[src/sv/ptc_pkg.sv]
// Package with the shared types and codes of the port connection table.
`default_nettype none

package ptc_pkg;

    localparam logic [1:0] KIND_REGISTER = 2'd0;
    localparam logic [1:0] KIND_CONNECT  = 2'd1;
    localparam logic [1:0] KIND_TICK     = 2'd2;

    localparam logic [1:0] PTYPE_MIDI = 2'd1;

    localparam int INFO_SINK = 0;
    localparam int INFO_KIND = 1;
    localparam int INFO_W    = 2;

    localparam int FIELD_PORT_W  = 6;
    localparam int FIELD_INDEX_W = 5;
    localparam int FIELD_COUNT_W = 6;
    localparam int TICK_W        = 48;

    typedef enum logic [2:0] {
        STATUS_OK            = 3'd0,
        STATUS_BAD_TYPE      = 3'd1,
        STATUS_PORTS_FULL    = 3'd2,
        STATUS_BAD_PORT      = 3'd3,
        STATUS_DIRECTION     = 3'd4,
        STATUS_TYPE_MISMATCH = 3'd5,
        STATUS_LINKS_FULL    = 3'd6
    } status_t;

    typedef enum logic [6:0] {
        S_IDLE      = 7'b0000001,
        S_REG_SCAN  = 7'b0000010,
        S_CHK_SRC   = 7'b0000100,
        S_CHK_DST   = 7'b0001000,
        S_CMP       = 7'b0010000,
        S_LINK_SCAN = 7'b0100000,
        S_APPEND    = 7'b1000000
    } state_t;

endpackage

`default_nettype wire

[src/sv/port_connection_table_top.sv]
// Top level of the port connection table: sequencer, slot and link stores, results.
//
//  Channel   Handshake           Fields
//  command   start, busy         kind, port_type, port_is_sink, source_port, dest_port
//  result    done (one cycle)    status, new_port_index, link_count, tick_total
//
// A tick item, an item of an unused kind and a register item with a bad type complete straight from the idle state.
// A register item scans the slot valid bits one per cycle until it finds a free slot or reaches the last one.
// A connect item reads both ports from the slot RAM and then walks the stored links through
// the link RAM read port one entry per cycle.
// Reset clears the slot valid bits, the link count and the tick counter; the RAMs are not cleared.
// The result is shown for exactly one cycle on done; the receiver cannot stall it.
`default_nettype none

module port_connection_table_top #(
    parameter int PORT_SLOTS = 32,
    parameter int LINK_SLOTS = 32
) (
    input  wire logic                                  clk,
    input  wire logic                                  rst_n,
    input  wire logic                                  start,
    output logic                                       busy,
    input  wire logic [1:0]                            kind,
    input  wire logic [1:0]                            port_type,
    input  wire logic                                  port_is_sink,
    input  wire logic [ptc_pkg::FIELD_PORT_W-1:0]      source_port,
    input  wire logic [ptc_pkg::FIELD_PORT_W-1:0]      dest_port,
    output logic                                       done,
    output ptc_pkg::status_t                           status,
    output logic      [ptc_pkg::FIELD_INDEX_W-1:0]     new_port_index,
    output logic      [ptc_pkg::FIELD_COUNT_W-1:0]     link_count,
    output logic      [ptc_pkg::TICK_W-1:0]            tick_total
);

    import ptc_pkg::*;

    localparam int PIDX_W  = $clog2(PORT_SLOTS);
    localparam int LIDX_W  = $clog2(LINK_SLOTS);
    localparam int CNT_W   = $clog2(LINK_SLOTS + 1);
    localparam int PEXT_W  = (PIDX_W > FIELD_INDEX_W) ? PIDX_W : FIELD_INDEX_W;
    localparam int CEXT_W  = (CNT_W > FIELD_COUNT_W) ? CNT_W : FIELD_COUNT_W;
    localparam int LINK_W  = 2 * FIELD_PORT_W;

    state_t                     state_reg, state_next;
    logic [PORT_SLOTS-1:0]      slot_used_reg, slot_used_next;
    logic [CNT_W-1:0]           links_reg, links_next;
    logic [TICK_W-1:0]          ticks_reg, ticks_next;
    logic                       done_reg, done_next;

    status_t                    status_reg, status_next;
    logic [FIELD_INDEX_W-1:0]   index_reg, index_next;
    logic [FIELD_PORT_W-1:0]    src_reg, src_next;
    logic [FIELD_PORT_W-1:0]    dst_reg, dst_next;
    logic                       type_reg, type_next;
    logic                       sink_reg, sink_next;
    logic [PIDX_W-1:0]          port_scan_reg, port_scan_next;
    logic [LIDX_W-1:0]          link_scan_reg, link_scan_next;
    logic [INFO_W-1:0]          src_info_reg, src_info_next;

    logic                       slot_we;
    logic [PIDX_W-1:0]          slot_raddr;
    logic [INFO_W-1:0]          slot_rdata;
    logic                       link_we;
    logic [LIDX_W-1:0]          link_raddr;
    logic [LINK_W-1:0]          link_rdata;

    logic                       src_ok;
    logic                       dst_ok;
    logic [PEXT_W-1:0]          port_scan_ext;
    logic [CEXT_W-1:0]          links_ext;
    logic [CNT_W-1:0]           link_scan_plus;

    ptc_ram #(
        .WIDTH (INFO_W),
        .DEPTH (PORT_SLOTS)
    ) u_slot_ram (
        .clk   (clk),
        .we    (slot_we),
        .waddr (port_scan_reg),
        .wdata ({type_reg, sink_reg}),
        .raddr (slot_raddr),
        .rdata (slot_rdata)
    );

    ptc_ram #(
        .WIDTH (LINK_W),
        .DEPTH (LINK_SLOTS)
    ) u_link_ram (
        .clk   (clk),
        .we    (link_we),
        .waddr (links_reg[LIDX_W-1:0]),
        .wdata ({src_reg, dst_reg}),
        .raddr (link_raddr),
        .rdata (link_rdata)
    );

    assign src_ok = ({1'b0, src_reg} < 7'(PORT_SLOTS)) && slot_used_reg[src_reg[PIDX_W-1:0]];
    assign dst_ok = ({1'b0, dst_reg} < 7'(PORT_SLOTS)) && slot_used_reg[dst_reg[PIDX_W-1:0]];
    assign port_scan_ext  = PEXT_W'(port_scan_reg);
    assign links_ext      = CEXT_W'(links_reg);
    assign link_scan_plus = CNT_W'(link_scan_reg) + CNT_W'(1);

    always_comb
    begin
        state_next     = state_reg;
        slot_used_next = slot_used_reg;
        links_next     = links_reg;
        ticks_next     = ticks_reg;
        done_next      = 1'b0;
        status_next    = status_reg;
        index_next     = index_reg;
        src_next       = src_reg;
        dst_next       = dst_reg;
        type_next      = type_reg;
        sink_next      = sink_reg;
        port_scan_next = port_scan_reg;
        link_scan_next = link_scan_reg;
        src_info_next  = src_info_reg;
        slot_we        = 1'b0;
        slot_raddr     = '0;
        link_we        = 1'b0;
        link_raddr     = '0;

        case (state_reg)
            S_IDLE:
            begin
                if (start)
                begin
                    src_next       = source_port;
                    dst_next       = dest_port;
                    type_next      = port_type[0];
                    sink_next      = port_is_sink;
                    index_next     = '0;
                    status_next    = STATUS_OK;
                    port_scan_next = '0;
                    case (kind)
                        KIND_REGISTER:
                        begin
                            if (port_type > PTYPE_MIDI)
                            begin
                                status_next = STATUS_BAD_TYPE;
                                done_next   = 1'b1;
                            end
                            else
                            begin
                                state_next = S_REG_SCAN;
                            end
                        end
                        KIND_CONNECT:
                        begin
                            state_next = S_CHK_SRC;
                        end
                        KIND_TICK:
                        begin
                            ticks_next = ticks_reg + TICK_W'(1);
                            done_next  = 1'b1;
                        end
                        default:
                        begin
                            done_next = 1'b1;
                        end
                    endcase
                end
            end
            S_REG_SCAN:
            begin
                if (!slot_used_reg[port_scan_reg])
                begin
                    slot_used_next[port_scan_reg] = 1'b1;
                    slot_we     = 1'b1;
                    index_next  = port_scan_ext[FIELD_INDEX_W-1:0];
                    status_next = STATUS_OK;
                    done_next   = 1'b1;
                    state_next  = S_IDLE;
                end
                else if (port_scan_reg == PIDX_W'(PORT_SLOTS - 1))
                begin
                    status_next = STATUS_PORTS_FULL;
                    done_next   = 1'b1;
                    state_next  = S_IDLE;
                end
                else
                begin
                    port_scan_next = port_scan_reg + PIDX_W'(1);
                end
            end
            S_CHK_SRC:
            begin
                if (!src_ok)
                begin
                    status_next = STATUS_BAD_PORT;
                    done_next   = 1'b1;
                    state_next  = S_IDLE;
                end
                else
                begin
                    slot_raddr = src_reg[PIDX_W-1:0];
                    state_next = S_CHK_DST;
                end
            end
            S_CHK_DST:
            begin
                src_info_next = slot_rdata;
                if (!dst_ok)
                begin
                    status_next = STATUS_BAD_PORT;
                    done_next   = 1'b1;
                    state_next  = S_IDLE;
                end
                else
                begin
                    slot_raddr = dst_reg[PIDX_W-1:0];
                    state_next = S_CMP;
                end
            end
            S_CMP:
            begin
                if (src_info_reg[INFO_SINK] || !slot_rdata[INFO_SINK])
                begin
                    status_next = STATUS_DIRECTION;
                    done_next   = 1'b1;
                    state_next  = S_IDLE;
                end
                else if (src_info_reg[INFO_KIND] != slot_rdata[INFO_KIND])
                begin
                    status_next = STATUS_TYPE_MISMATCH;
                    done_next   = 1'b1;
                    state_next  = S_IDLE;
                end
                else if (links_reg == '0)
                begin
                    state_next = S_APPEND;
                end
                else
                begin
                    link_raddr     = '0;
                    link_scan_next = '0;
                    state_next     = S_LINK_SCAN;
                end
            end
            S_LINK_SCAN:
            begin
                if (link_rdata == {src_reg, dst_reg})
                begin
                    status_next = STATUS_OK;
                    done_next   = 1'b1;
                    state_next  = S_IDLE;
                end
                else if (link_scan_plus == links_reg)
                begin
                    state_next = S_APPEND;
                end
                else
                begin
                    link_scan_next = link_scan_reg + LIDX_W'(1);
                    link_raddr     = link_scan_reg + LIDX_W'(1);
                end
            end
            S_APPEND:
            begin
                if (links_reg >= CNT_W'(LINK_SLOTS))
                begin
                    status_next = STATUS_LINKS_FULL;
                end
                else
                begin
                    link_we     = 1'b1;
                    links_next  = links_reg + CNT_W'(1);
                    status_next = STATUS_OK;
                end
                done_next  = 1'b1;
                state_next = S_IDLE;
            end
            default:
            begin
                state_next = S_IDLE;
            end
        endcase
    end

    always_ff @(posedge clk or negedge rst_n)
    begin
        if (!rst_n)
        begin
            state_reg     <= S_IDLE;
            slot_used_reg <= '0;
            links_reg     <= '0;
            ticks_reg     <= '0;
            done_reg      <= 1'b0;
        end
        else
        begin
            state_reg     <= state_next;
            slot_used_reg <= slot_used_next;
            links_reg     <= links_next;
            ticks_reg     <= ticks_next;
            done_reg      <= done_next;
        end
    end

    always_ff @(posedge clk)
    begin
        status_reg    <= status_next;
        index_reg     <= index_next;
        src_reg       <= src_next;
        dst_reg       <= dst_next;
        type_reg      <= type_next;
        sink_reg      <= sink_next;
        port_scan_reg <= port_scan_next;
        link_scan_reg <= link_scan_next;
        src_info_reg  <= src_info_next;
    end

    assign busy           = (state_reg != S_IDLE);
    assign done           = done_reg;
    assign status         = status_reg;
    assign new_port_index = index_reg;
    assign link_count     = links_ext[FIELD_COUNT_W-1:0];
    assign tick_total     = ticks_reg;

    // A result is only shown once the sequencer is back in its idle state.
    assert property (@(posedge clk) disable iff (!rst_n) done |-> !busy)
        else $error("Result strobe while a transaction is still in progress.");

    // The link count never exceeds the capacity of the link store.
    assert property (@(posedge clk) disable iff (!rst_n) links_reg <= CNT_W'(LINK_SLOTS))
        else $error("Link count above link store capacity.");

    // The link count changes only with a result, and then by exactly one.
    assert property (@(posedge clk) disable iff (!rst_n)
        !$stable(links_reg) |-> (done_reg && (links_reg == $past(links_reg) + CNT_W'(1))))
        else $error("Link count changed outside of an append.");

    // A tick transaction completes in the next cycle with status ok.
    assert property (@(posedge clk) disable iff (!rst_n)
        (start && !busy && (kind == KIND_TICK)) |=> (done && (status == STATUS_OK)))
        else $error("Tick transaction did not complete in one cycle.");

endmodule

`default_nettype wire

[src/sv/ptc_ram.sv]
// Generic single-port-write, single-port-read RAM with a registered read.
`default_nettype none

module ptc_ram #(
    parameter int WIDTH = 8,
    parameter int DEPTH = 32
) (
    input  wire logic                     clk,
    input  wire logic                     we,
    input  wire logic [$clog2(DEPTH)-1:0] waddr,
    input  wire logic [WIDTH-1:0]         wdata,
    input  wire logic [$clog2(DEPTH)-1:0] raddr,
    output logic      [WIDTH-1:0]         rdata
);

    logic [WIDTH-1:0] mem [DEPTH];

    always_ff @(posedge clk)
    begin
        if (we)
        begin
            mem[waddr] <= wdata;
        end
        rdata <= mem[raddr];
    end

endmodule

`default_nettype wire
[config.mk]
export PLATFORM = sky130hd
export DESIGN_NAME = port_connection_table_top
export DESIGN_NICKNAME = d
export VERILOG_FILES = /design/src/sv/ptc_pkg.sv /design/src/sv/port_connection_table_top.sv /design/src/sv/ptc_ram.sv
export SDC_FILE = /design/constraint.sdc
export NUM_CORES = 1
export LEC_CHECK = 0
export BUFFER_PORTS_ARGS = -buffer_cell sky130_fd_sc_hd__buf_2
export CAP_MARGIN = 40
export CORE_ASPECT_RATIO = 1.25
export CORE_MARGIN = 2
export CORE_UTILIZATION = 55
export DETAILED_ROUTE_END_ITERATION = 10
export GPL_ROUTABILITY_DRIVEN = 1
export PLACE_DENSITY = 0.8
export SLEW_MARGIN = 20
export SYNTH_ARGS = -nofsm -noshare
export SYNTH_HDL_FRONTEND = slang
export SYNTH_SLANG_ARGS = --single-unit
[constraint.sdc]
create_clock -name clk -period 3.75 [get_ports clk]
set_clock_uncertainty 0.2 [all_clocks]
set_input_delay 0.1875 -clock clk [delete_from_list [all_inputs] [get_ports clk]]
set_output_delay 0.1875 -clock clk [all_outputs]
set_load 0.01 [all_outputs]
== Yosys cells after proc, flatten, opt, wreduce, memory -nomap -nowiden ==
Memories as Yosys holds them, arrays and structs flattened. A register that Yosys moved wholly into a read port is not among the register bits.
Cells that the tools add are included.

* $add $sub $neg: 5
* $mul: 0
* Div/mod/pow operators: 0
* Magnitude comparators: 8
* Equal/unequal tests: 31
* Shift operators: 0
* Multiplexer cells: 70
* Bitwise logic cells: 3
* Reduce and logical (&&, ||, !) cells: 19

{| class="wikitable"
|+ Operator list
! cell !! count
|-
| 5-bit two-way mux || 15
|-
| 7-bit two-way mux || 9
|-
| 48-bit by 1-bit adder with 48-bit output, second input constant || 1
|-
| 7-bit case mux with 6 select lines || 1
|-
| 5-bit case mux with 2 select lines || 4
|-
| 32-bit bitwise OR || 1
|-
| 3-bit two-way mux || 9
|-
| 2-bit != test, second input constant || 12
|-
| 1-bit two-way mux || 23
|-
| 3-bit case mux with 7 select lines || 1
|-
| 5-bit by 6-bit less-than comparator with 1-bit output, second input constant || 3
|-
| 1-bit binary-select mux with 5-bit select || 3
|-
| 7-bit case mux with 2 select lines || 1
|-
| 12-bit == test || 1
|-
| 6-bit less-than comparator, second input constant || 2
|-
| 3-bit != test, second input constant || 4
|-
| 5-bit by 1-bit adder with 5-bit output, second input constant || 2
|-
| 7-bit by 1-bit == test with 1-bit output, second input constant || 1
|-
| 7-bit by 2-bit == test with 1-bit output, second input constant || 1
|-
| 7-bit by 3-bit == test with 1-bit output, second input constant || 1
|-
| 7-bit by 4-bit == test with 1-bit output, second input constant || 1
|-
| 7-bit by 5-bit == test with 1-bit output, second input constant || 1
|-
| 7-bit by 6-bit == test with 1-bit output, second input constant || 1
|-
| 7-bit == test, second input constant || 1
|-
| 30 further kinds || 37
|}

* Register bits after elaboration: 128
* Bits in latches: 0
* RAM bits: 448
* ROM bits: 0
* Input bits: 20
* Memories kept: 2

{| class="wikitable"
|+ Memory list
! memory !! words !! width !! read ports !! clocked after memory_dff !! wr ports !! RTL line !! source
|-
| u_link_ram.mem || 32 || 12 || 1 || 1 || 1 || ptc_ram.sv:16 || <nowiki>logic [WIDTH-1:0] mem [DEPTH];</nowiki>
|-
| u_slot_ram.mem || 32 || 2 || 1 || 1 || 1 || ptc_ram.sv:16 ||
|}

== Longest topological paths before layout ==
Gate-level depths: netlist of the first run.

* Word-level depth: 6
* Gate-level depth with buffers: 14
* Depth with buffers taken out: 9

== Hierarchy ==
A second synthesis of the first run with hierarchy kept.

* Cell total of the unflattened synthesis: 1597
* Area, all modules: 24851.3 µm²

{| class="wikitable"
|+ Modules (own cells, without submodules)
! module !! instances !! cells an instance !! area each (µm²) !! sequential area each (µm²)
|-
| ptc_ram at u_link_ram || 1 || 868 || 15468.6 || 11771.3
|-
| port_connection_table_top || 1 || 544 || 6600.1 || 3374.5
|-
| ptc_ram at u_slot_ram || 1 || 185 || 2782.7 || 1961.9
|}

== Worst setup path after synthesis of the first run ==
No wires, ideal clock.

* Path type: reg-to-reg
* From: register dst_reg[0]
* To: register u_link_ram.rdata[1] (read register of u_link_ram.mem)
* Library setup time: 0.134 ns
* Arrival time: 2.936 ns
* Data required time: 3.416 ns
* Setup slack: 0.480 ns
* Stages on the path, launching flop included: 13
* Period minus slack after synthesis: 3.270 ns
* Cells stage by stage: edfxtp_1 > buf_6 > buf_12 > xor2_1 > nor4_4 > nand3_2 > nand4_4 > buf_6 > buf_2 > mux2_2 > o221a_1 > o21ai_0 > o211ai_1

* Word-level cells in the longest chain between the ends: 3

{| class="wikitable"
|+ Ends and longest elaborated chain
! what !! RTL line !! source
|-
| start, declared || port_connection_table_top.sv:53 || <nowiki>logic [FIELD_PORT_W-1:0] dst_reg, dst_next;</nowiki>
|-
| start signal, assigned || port_connection_table_top.sv:306 || <nowiki>dst_reg <= dst_next;</nowiki>
|-
| 12-bit == test || port_connection_table_top.sv:243 || <nowiki>if (link_rdata == {src_reg, dst_reg})</nowiki>
|-
| 5-bit two-way mux || port_connection_table_top.sv:243 ||
|-
| 5-bit two-way mux || -- ||
|-
| end, declared || ptc_ram.sv:13 || <nowiki>output logic [WIDTH-1:0] rdata</nowiki>
|}

Every way passes these cells.
A chain may end at the register's enable or synchronous reset.

== Worst setup path after layout of the first run ==
* From: register dst_reg[0]
* To: register u_slot_ram.rdata[1] (read register of u_slot_ram.mem)

* Word-level cells in the longest chain between the ends: 5
* Elaborated cells between the ends (all ways): 6
* Classes of those cells: order compare: 1; mux: 4; reduce/logical: 1

{| class="wikitable"
|+ Ends and longest elaborated chain
! what !! RTL line !! source
|-
| 1-bit binary-select mux with 5-bit select || port_connection_table_top.sv:98 || <nowiki>assign dst_ok = ({1'b0, dst_reg} < 7'(PORT_SLOTS)) && slot_used_reg[dst_reg[PIDX_W-1:0]];</nowiki>
|-
| 1-bit two-way mux (implied by the code) || port_connection_table_top.sv:98 ||
|-
| 1-bit logical AND || port_connection_table_top.sv:98 ||
|-
| 5-bit two-way mux * || port_connection_table_top.sv:204 || <nowiki>if (!dst_ok)</nowiki>
|-
| 5-bit case mux with 2 select lines * || port_connection_table_top.sv:124 || <nowiki>case (state_reg)</nowiki>
|-
| end, declared || ptc_ram.sv:13 ||
|}

Mark *: on every way between the ends. The rest lies on a longest branch, timed or not. The select of a mux whose other input is x is not followed.

==> run_results.csv, run 1 <==
group,metric,value,unit
setup_path,path_class,"register to register",
pwr,p_leak,0.0105,uW
clock_tree,cts-root-buf,"clkbuf_16",
floorplan,core_area,45200,um^2
sta,slew_headroom,0.502,
cells_and_area,largest_register_ffs,384,
cells_and_area,regMostFlops,"u_link_ram.mem",
sta,final_hold_viol_count,0,
global_route,grt_pass1_wl,96000,um
drt,viasPerCell,6.35,
sta,max_freq,283,MHz
floorplan,die_w,196,um
cells_and_area,drive_above_1_share,0.219,
floorplan,start_util,0.558,
logic_synthesis,synth-seq-cells,590,
cells_and_area,syn_to_final_growth,15.0,%
clock_tree,clk_latency,0.61,ns
hold_path,hold_class,"input pin to register",
pwr,cellPowerDensity,520,nW/um^2
drt,postRouteAntennaNets,0,
logic_synthesis,synth_nets,1744,
global_route,grt_remaining_overflow,0,
setup_path,worst_ep_required_time,4.04,ns
logic_synthesis,syn_inst,1713,
drt,drtIter0Drc,1870,
cells_and_area,fin_cells,2531,
setup_path,critical_path.max_fanout,20,
sta,setup_tns,0,ns
pwr,ir_drop,0.522,mV
place,placed_cell_area,26900,um^2
place,dpl.hpwl,42400,um
logic_synthesis,avgSynthCellArea,14.7,um^2
global_route,grt_max_degree,60,
clock_tree,cts_tree,"built",
place,dp_cells,2407,
clock_tree,cts_buffers,55,
status,status,"finished, final reports clean",
global_route,antenna_found_initial,0,
cells_and_area,postLayoutCoreUtil,0.642,
drt,routed-via-count,16100,
place,gp_congestion,0.934,
floorplan,placementRows,87,
global_route,grt_use_total,0.267,
sta,slew_viol_final,0,
drt,drc,0,
setup_path,critPathCaptureType,"register",
setup_path,crit_path_start_kind,"register",
logic_synthesis,yosysWarnings,0,
clock_tree,clk_path_buf_depth,3,
drt,wl_per_cell,25.0,um
cells_and_area,finalNetCount,1940,
drt,routed_wl,63300,um
cells_and_area,design_area,29000,um^2
floorplan,die_h,243,um
logic_synthesis,async_reset_ff_frac,0.159,
logic_synthesis,synth_seq_area_share,0.679,
logic_synthesis,ys_dominant_reg_cell,"edfxtp_1",
job,max_cap_violations,0,
floorplan,die-area,47600,um^2
sta,period_needed,3.53,ns
clock_tree,path_clk_slew,0.06,ns
clock_tree,cts_htree_levels,2,
global_route,grt_pass1_vias,16000,
clock_tree,clock-sinks,590,
floorplan,ios,84,
setup_path,worstPathArrival,3.82,ns
drt,drt-pass1-iter-count,7,
cells_and_area,diodes,0,
sta,worstMarginPinSlew,0.742,ns
sta,finalSetupViolations,0,
logic_synthesis,synth_cell_types,80,
place,port-buffer-count,83,
sta,rsz0062_at_grt,"false",
sta,finalCritPeriodShare,0.941,
logic_synthesis,synth-edff-count,482,
logic_synthesis,synthesis.area,25200,um^2
==> cell usage in the layout, fill, tap and decap left out, drive strengths merged, types with 30 or more instances in the layout <==
cell type and instances:
mux4 30, nand2 86, o211ai 38, nor2 127, edfxtp 482, nand3 67
or2 33, mux2i 103, nor3 34, xor2 30, dfrtp 93, inv 40
clkbuf 80, o21ai 31, buf 211, mux2 50, nand4 30, xnor2 41
==> kinds of logic (layout without fill, tap and decap cells) <==
| logic type | count (synthesis) | count (layout) | synth area share |
|---|---|---|---|
| AO/OA/AOI/OAI | 257 | 257 | 0.0801 |
| XOR/XNOR | 74 | 74 | 0.0274 |
| adder cells (fa/ha/maj) | 11 | 11 | 0.00546 |
| buffers and inverters | 131 | 371 | 0.0237 |
| flip-flops | 590 | 590 | 0.679 |
| multiplexers | 183 | 183 | 0.0900 |
| AND/OR/NAND/NOR | 467 | 467 | 0.0947 |
==> area by class of cell <==
class | instances | area (um^2)
sequential | 590 | 17100
inverter | 39 | 146
clock inverter | 21 | 216
tap | 578 | 723
timing repair buffer | 231 | 1720
fill | 3067 | 16200
multi-input combinational | 992 | 7530
clock buffer | 80 | 1540
==> critical path: stages (launching register included) <==
cell and delay [ns]:
edfxtp_1 0.53, buf_4 0.35, mux2i_1 0.12, mux4_2 0.49, a221oi_2 0.32, buf_4 0.25
nand2_2 0.14, o32ai_4 0.51, a22oi_1 0.17, a32oi_1 0.23, nand3_1 0.09
==> stage by stage <==
step	hold WS, ns	power, uW	worst slack [ns]
4_1_cts	0.0414	15100	0.0264
5_1_grt	0.0885	15500	0.0183
6_report	0.0912	15100	0.221
3_3_place_gp	0.131	9570	0.0819
3_5_place_dp	0.140	9650	0.0521
2_1_floorplan	-0.308	8900	0.480
==> synthesized netlist by cell type (8+ instances only) <==
master	count	area (um^2)
a211oi_1	26	195
a21oi_1	22	110
a221oi_1	9	78.8
a22oi_1	9	67.6
a2bb2oi_1	12	105
a31oi_1	14	87.6
a32o_1	12	120
and2_1	14	87.6
and3_1	17	106
buf_2	18	90.1
clkbuf_1	56	210
dfrtp_1	93	2330
dfxtp_1	14	280
edfxtp_1	482	14500
ha_1	11	138
inv_1	38	143
mux2_2	50	563
mux2i_1	103	1030
mux4_2	30	676
nand2_1	85	319
nand3_1	65	325
nand3b_1	8	60.1
nand4_1	29	181
nor2_1	127	477
nor2b_1	19	119
nor3_1	31	155
o211ai_1	38	285
o21a_1	11	82.6
o21ai_0	22	110
o21ai_1	9	45.0
o221a_1	10	113
o221ai_1	23	201
o22ai_1	16	100
or2_2	33	206
xnor2_1	41	359
xor2_1	30	263
==> power breakdown <==
group	switching [uW]	internal [uW]	total [uW]
combinational	1030	680	1710
sequential	321	7580	7900
clock	2350	3120	5470
==> routing by layer <==
metal | GRT usage | routed length (um)
met1 | 0.319 | 22700
met4 | 0.149 | 3820
met5 | 0 | 0
met2 | 0.467 | 32600
met3 | 0.0372 | 4290
==> path summary, 6_finish.rpt <==
check	startpoint	endpoint	slack (ns)	cells past startpoint
max in group asynchronous	rst_n	tick_total[16]	2.22	5
hold reg to reg	tick_total[47]	tick_total[47]	0.28	1
min in group asynchronous	rst_n	slot_used_reg[2]	0.32	3
setup / recovery	dst_reg[0]	u_slot_ram.rdata[1]	0.22	10
hold / removal	source_port[5]	src_reg[5]	0.09	2
setup reg to reg	dst_reg[0]	u_slot_ram.rdata[1]	0.22	10
==> repair_timing <==
action | CTS | global route
buffers inserted | 0 | 2
endpoints found under the hold margin | 86 | 11
setup endpoints to repair | 0 | 60
hold buffers | 19 | 1
gates resized for setup | 0 | 1
(Power assumes the default switching activity.)
==> inputs of run 2 (changes only) <==
--- a/config.mk
+++ b/config.mk
@@ -12,7 +12,7 @@
 export CORE_UTILIZATION = 55
 export DETAILED_ROUTE_END_ITERATION = 10
 export GPL_ROUTABILITY_DRIVEN = 1
-export PLACE_DENSITY = 0.8
+export PLACE_DENSITY = 0.83
 export SLEW_MARGIN = 20
 export SYNTH_ARGS = -nofsm -noshare
 export SYNTH_HDL_FRONTEND = slang
==> run 2 against run 1 <==
Clock-buffer cell count is 10 lower. Via count decreased by 0.88%. Utilization is 0.089 points higher. Critical path depth is 1 higher. Die area is the same. Design area is 0.14% higher. Power is 1.5% higher. Register-to-register slack better by 0.02 ns. Flip-flop and latch count is the same. First-iteration DRC count is 4.5% lower.
==> run_results.csv, run 2 (same netlist as run 1, synthesis figures left out) <==
group,metric,value,unit
status,status,"finished, final reports clean",
sta,rsz0062_at_grt,"false",
sta,slew_headroom,0.432,
setup_path,worstPathArrival,3.76,ns
cells_and_area,drive_above_1_share,0.222,
cells_and_area,largest_register_ffs,384,
clock_tree,clock-sinks,590,
setup_path,worst_ep_required_time,4.00,ns
floorplan,start_util,0.558,
sta,worstMarginPinSlew,0.847,ns
clock_tree,path_clk_slew,0.06,ns
drt,postRouteAntennaNets,0,
setup_path,crit_slowest_cell,"or3_1",
cells_and_area,layout_commonest_cell,"edfxtp_1",
clock_tree,cts_resized,0,
pwr,ir_drop,0.407,mV
sta,finalSetupViolations,0,
cells_and_area,layout_common_cells,"482 x edfxtp_1, 127 x nor2_1, 117 x buf_4",
drt,drc,0,
setup_path,crit_buf_inv,2,
global_route,grt_use_total,0.268,
cells_and_area,fill_cells,3087,
sta,final_hold_viol_count,0,
setup_path,critPathTopFamily,"simple AND/OR/NAND/NOR gates",
setup_path,crit_start,"link_scan_reg[0]",
sta,whs,0.0862,ns
cells_and_area,regMostFlops,"u_link_ram.mem",
sta,slew_viol_final,0,
clock_tree,cts_buffers,54,
global_route,grt_remaining_overflow,0,
clock_tree,cts_tree,"built",
setup_path,crit_chain,"ha_1, nand3_1, xor3_1, o2111ai_4, buf_4, nand2_1, or3_1, o221a_1, o21ai_1, buf_4, nand3_1",
drt,drt-pass1-iter-count,6,
setup_path,r2r_cells,11,
setup_path,rrSetupSlack,0.24,ns
hold_path,hold_class,"input pin to register",
floorplan,core_area,45200,um^2
drt,routed-via-count,15900,
clock_tree,cts-root-buf,"clkbuf_16",
pwr,cellPowerDensity,527,nW/um^2
floorplan,die_w,196,um
global_route,antenna_found_initial,0,
setup_path,crit_cells,11,
setup_path,slowest_delay,0.57,ns
place,dpl.hpwl,42400,um
clock_tree,clk_path_buf_depth,3,
floorplan,placementRows,87,
place,gp_congestion,1.02,
place,placed_cell_area,26900,um^2
clock_tree,cts_htree_levels,2,
cells_and_area,finalNetCount,1937,
global_route,grt_pass1_wl,96200,um
cells_and_area,design_area,29000,um^2
setup_path,path_class,"register to register",
sta,setup_tns,0,ns
clock_tree,clk_latency,0.62,ns
setup_path,reg2reg_from,"link_scan_reg[0]",
drt,drtIter0Drc,1786,
drt,routed_wl,63000,um
setup_path,critical_path.max_fanout,27,
sta,finalWorstSetupSlack,0.238,ns
cells_and_area,diodes,0,
setup_path,crit_path_start_kind,"register",
floorplan,ios,84,
sta,max_freq,285,MHz
cells_and_area,postLayoutCoreUtil,0.642,
setup_path,r2r-end,"u_link_ram.rdata[4]",
sta,period_needed,3.51,ns
global_route,grt_pass1_vias,15900,
drt,wl_per_cell,24.9,um
job,max_cap_violations,0,
place,port-buffer-count,83,
setup_path,critPathCaptureType,"register",
pwr,p_leak,0.0106,uW
place,place_ws,0.124,ns
global_route,grt_max_degree,64,
floorplan,die_h,243,um
cells_and_area,syn_to_final_growth,15.1,%
sta,finalCritPeriodShare,0.936,
floorplan,die-area,47600,um^2
setup_path,crit_path_end,"u_link_ram.rdata[4]",
drt,viasPerCell,6.29,
run 2: worst reg2reg max path, stage by stage, from the launching register on:
cell       delay [ns]
edfxtp_1         0.48
ha_1             0.29
nand3_1          0.15
xor3_1           0.28
o2111ai_4        0.16
buf_4            0.33
nand2_1          0.13
or3_1            0.57
o221a_1          0.32
o21ai_1          0.11
buf_4            0.16
nand3_1          0.17
run 2: repair_timing:
item | in CTS | in global routing
hold endpoints to repair | 122 | 0
buffers inserted | 0 | 5
endpoints found under the setup margin | 0 | 28
hold buffers | 21 | 0
run 2: layer usage:
metal / wire [um] / global-route usage
met5: 0 / 0
met4: 3790 / 0.159
met3: 4390 / 0.0393
met2: 32100 / 0.457
met1: 22800 / 0.326
run 2: area by class of cell:
cell class              instances  area, um^2  area share
clock buffers                  70        1450      0.0500
clock inverters                31         407      0.0140
inverters                      39         146     0.00504
multi-input cells             992        7520       0.259
flip-flops and latches        590       17100       0.589
well taps                     578         723      0.0249
repair buffers                229        1670      0.0575
run 2: worst min-delay path by stage:
stage / startpoint / end / cells past startpoint
after CTS: port_is_sink / sink_reg / 2
after global placement: port_type[0] / type_reg / 1
after floorplan: rst_n / done / 0
final: port_is_sink / sink_reg / 2
after detailed placement: rst_n / slot_used_reg[2] / 1
after global routing: source_port[4] / src_reg[4] / 2
run 2: power breakdown:
part           internal, uW  total, uW  switching, uW
clock network          3370       5750           2380
registers              7580       7960            384
logic                   623       1590            970
run 2: metrics by stage:
| step | power (uW) | instances |
|---|---|---|
| detailed placement | 9630 | 2401 |
| global route | 15800 | 2529 |
| global placement | 9550 | 2398 |
| floorplan | 8900 | 1713 |
| finish | 15300 | 2529 |
| CTS | 15300 | 2523 |
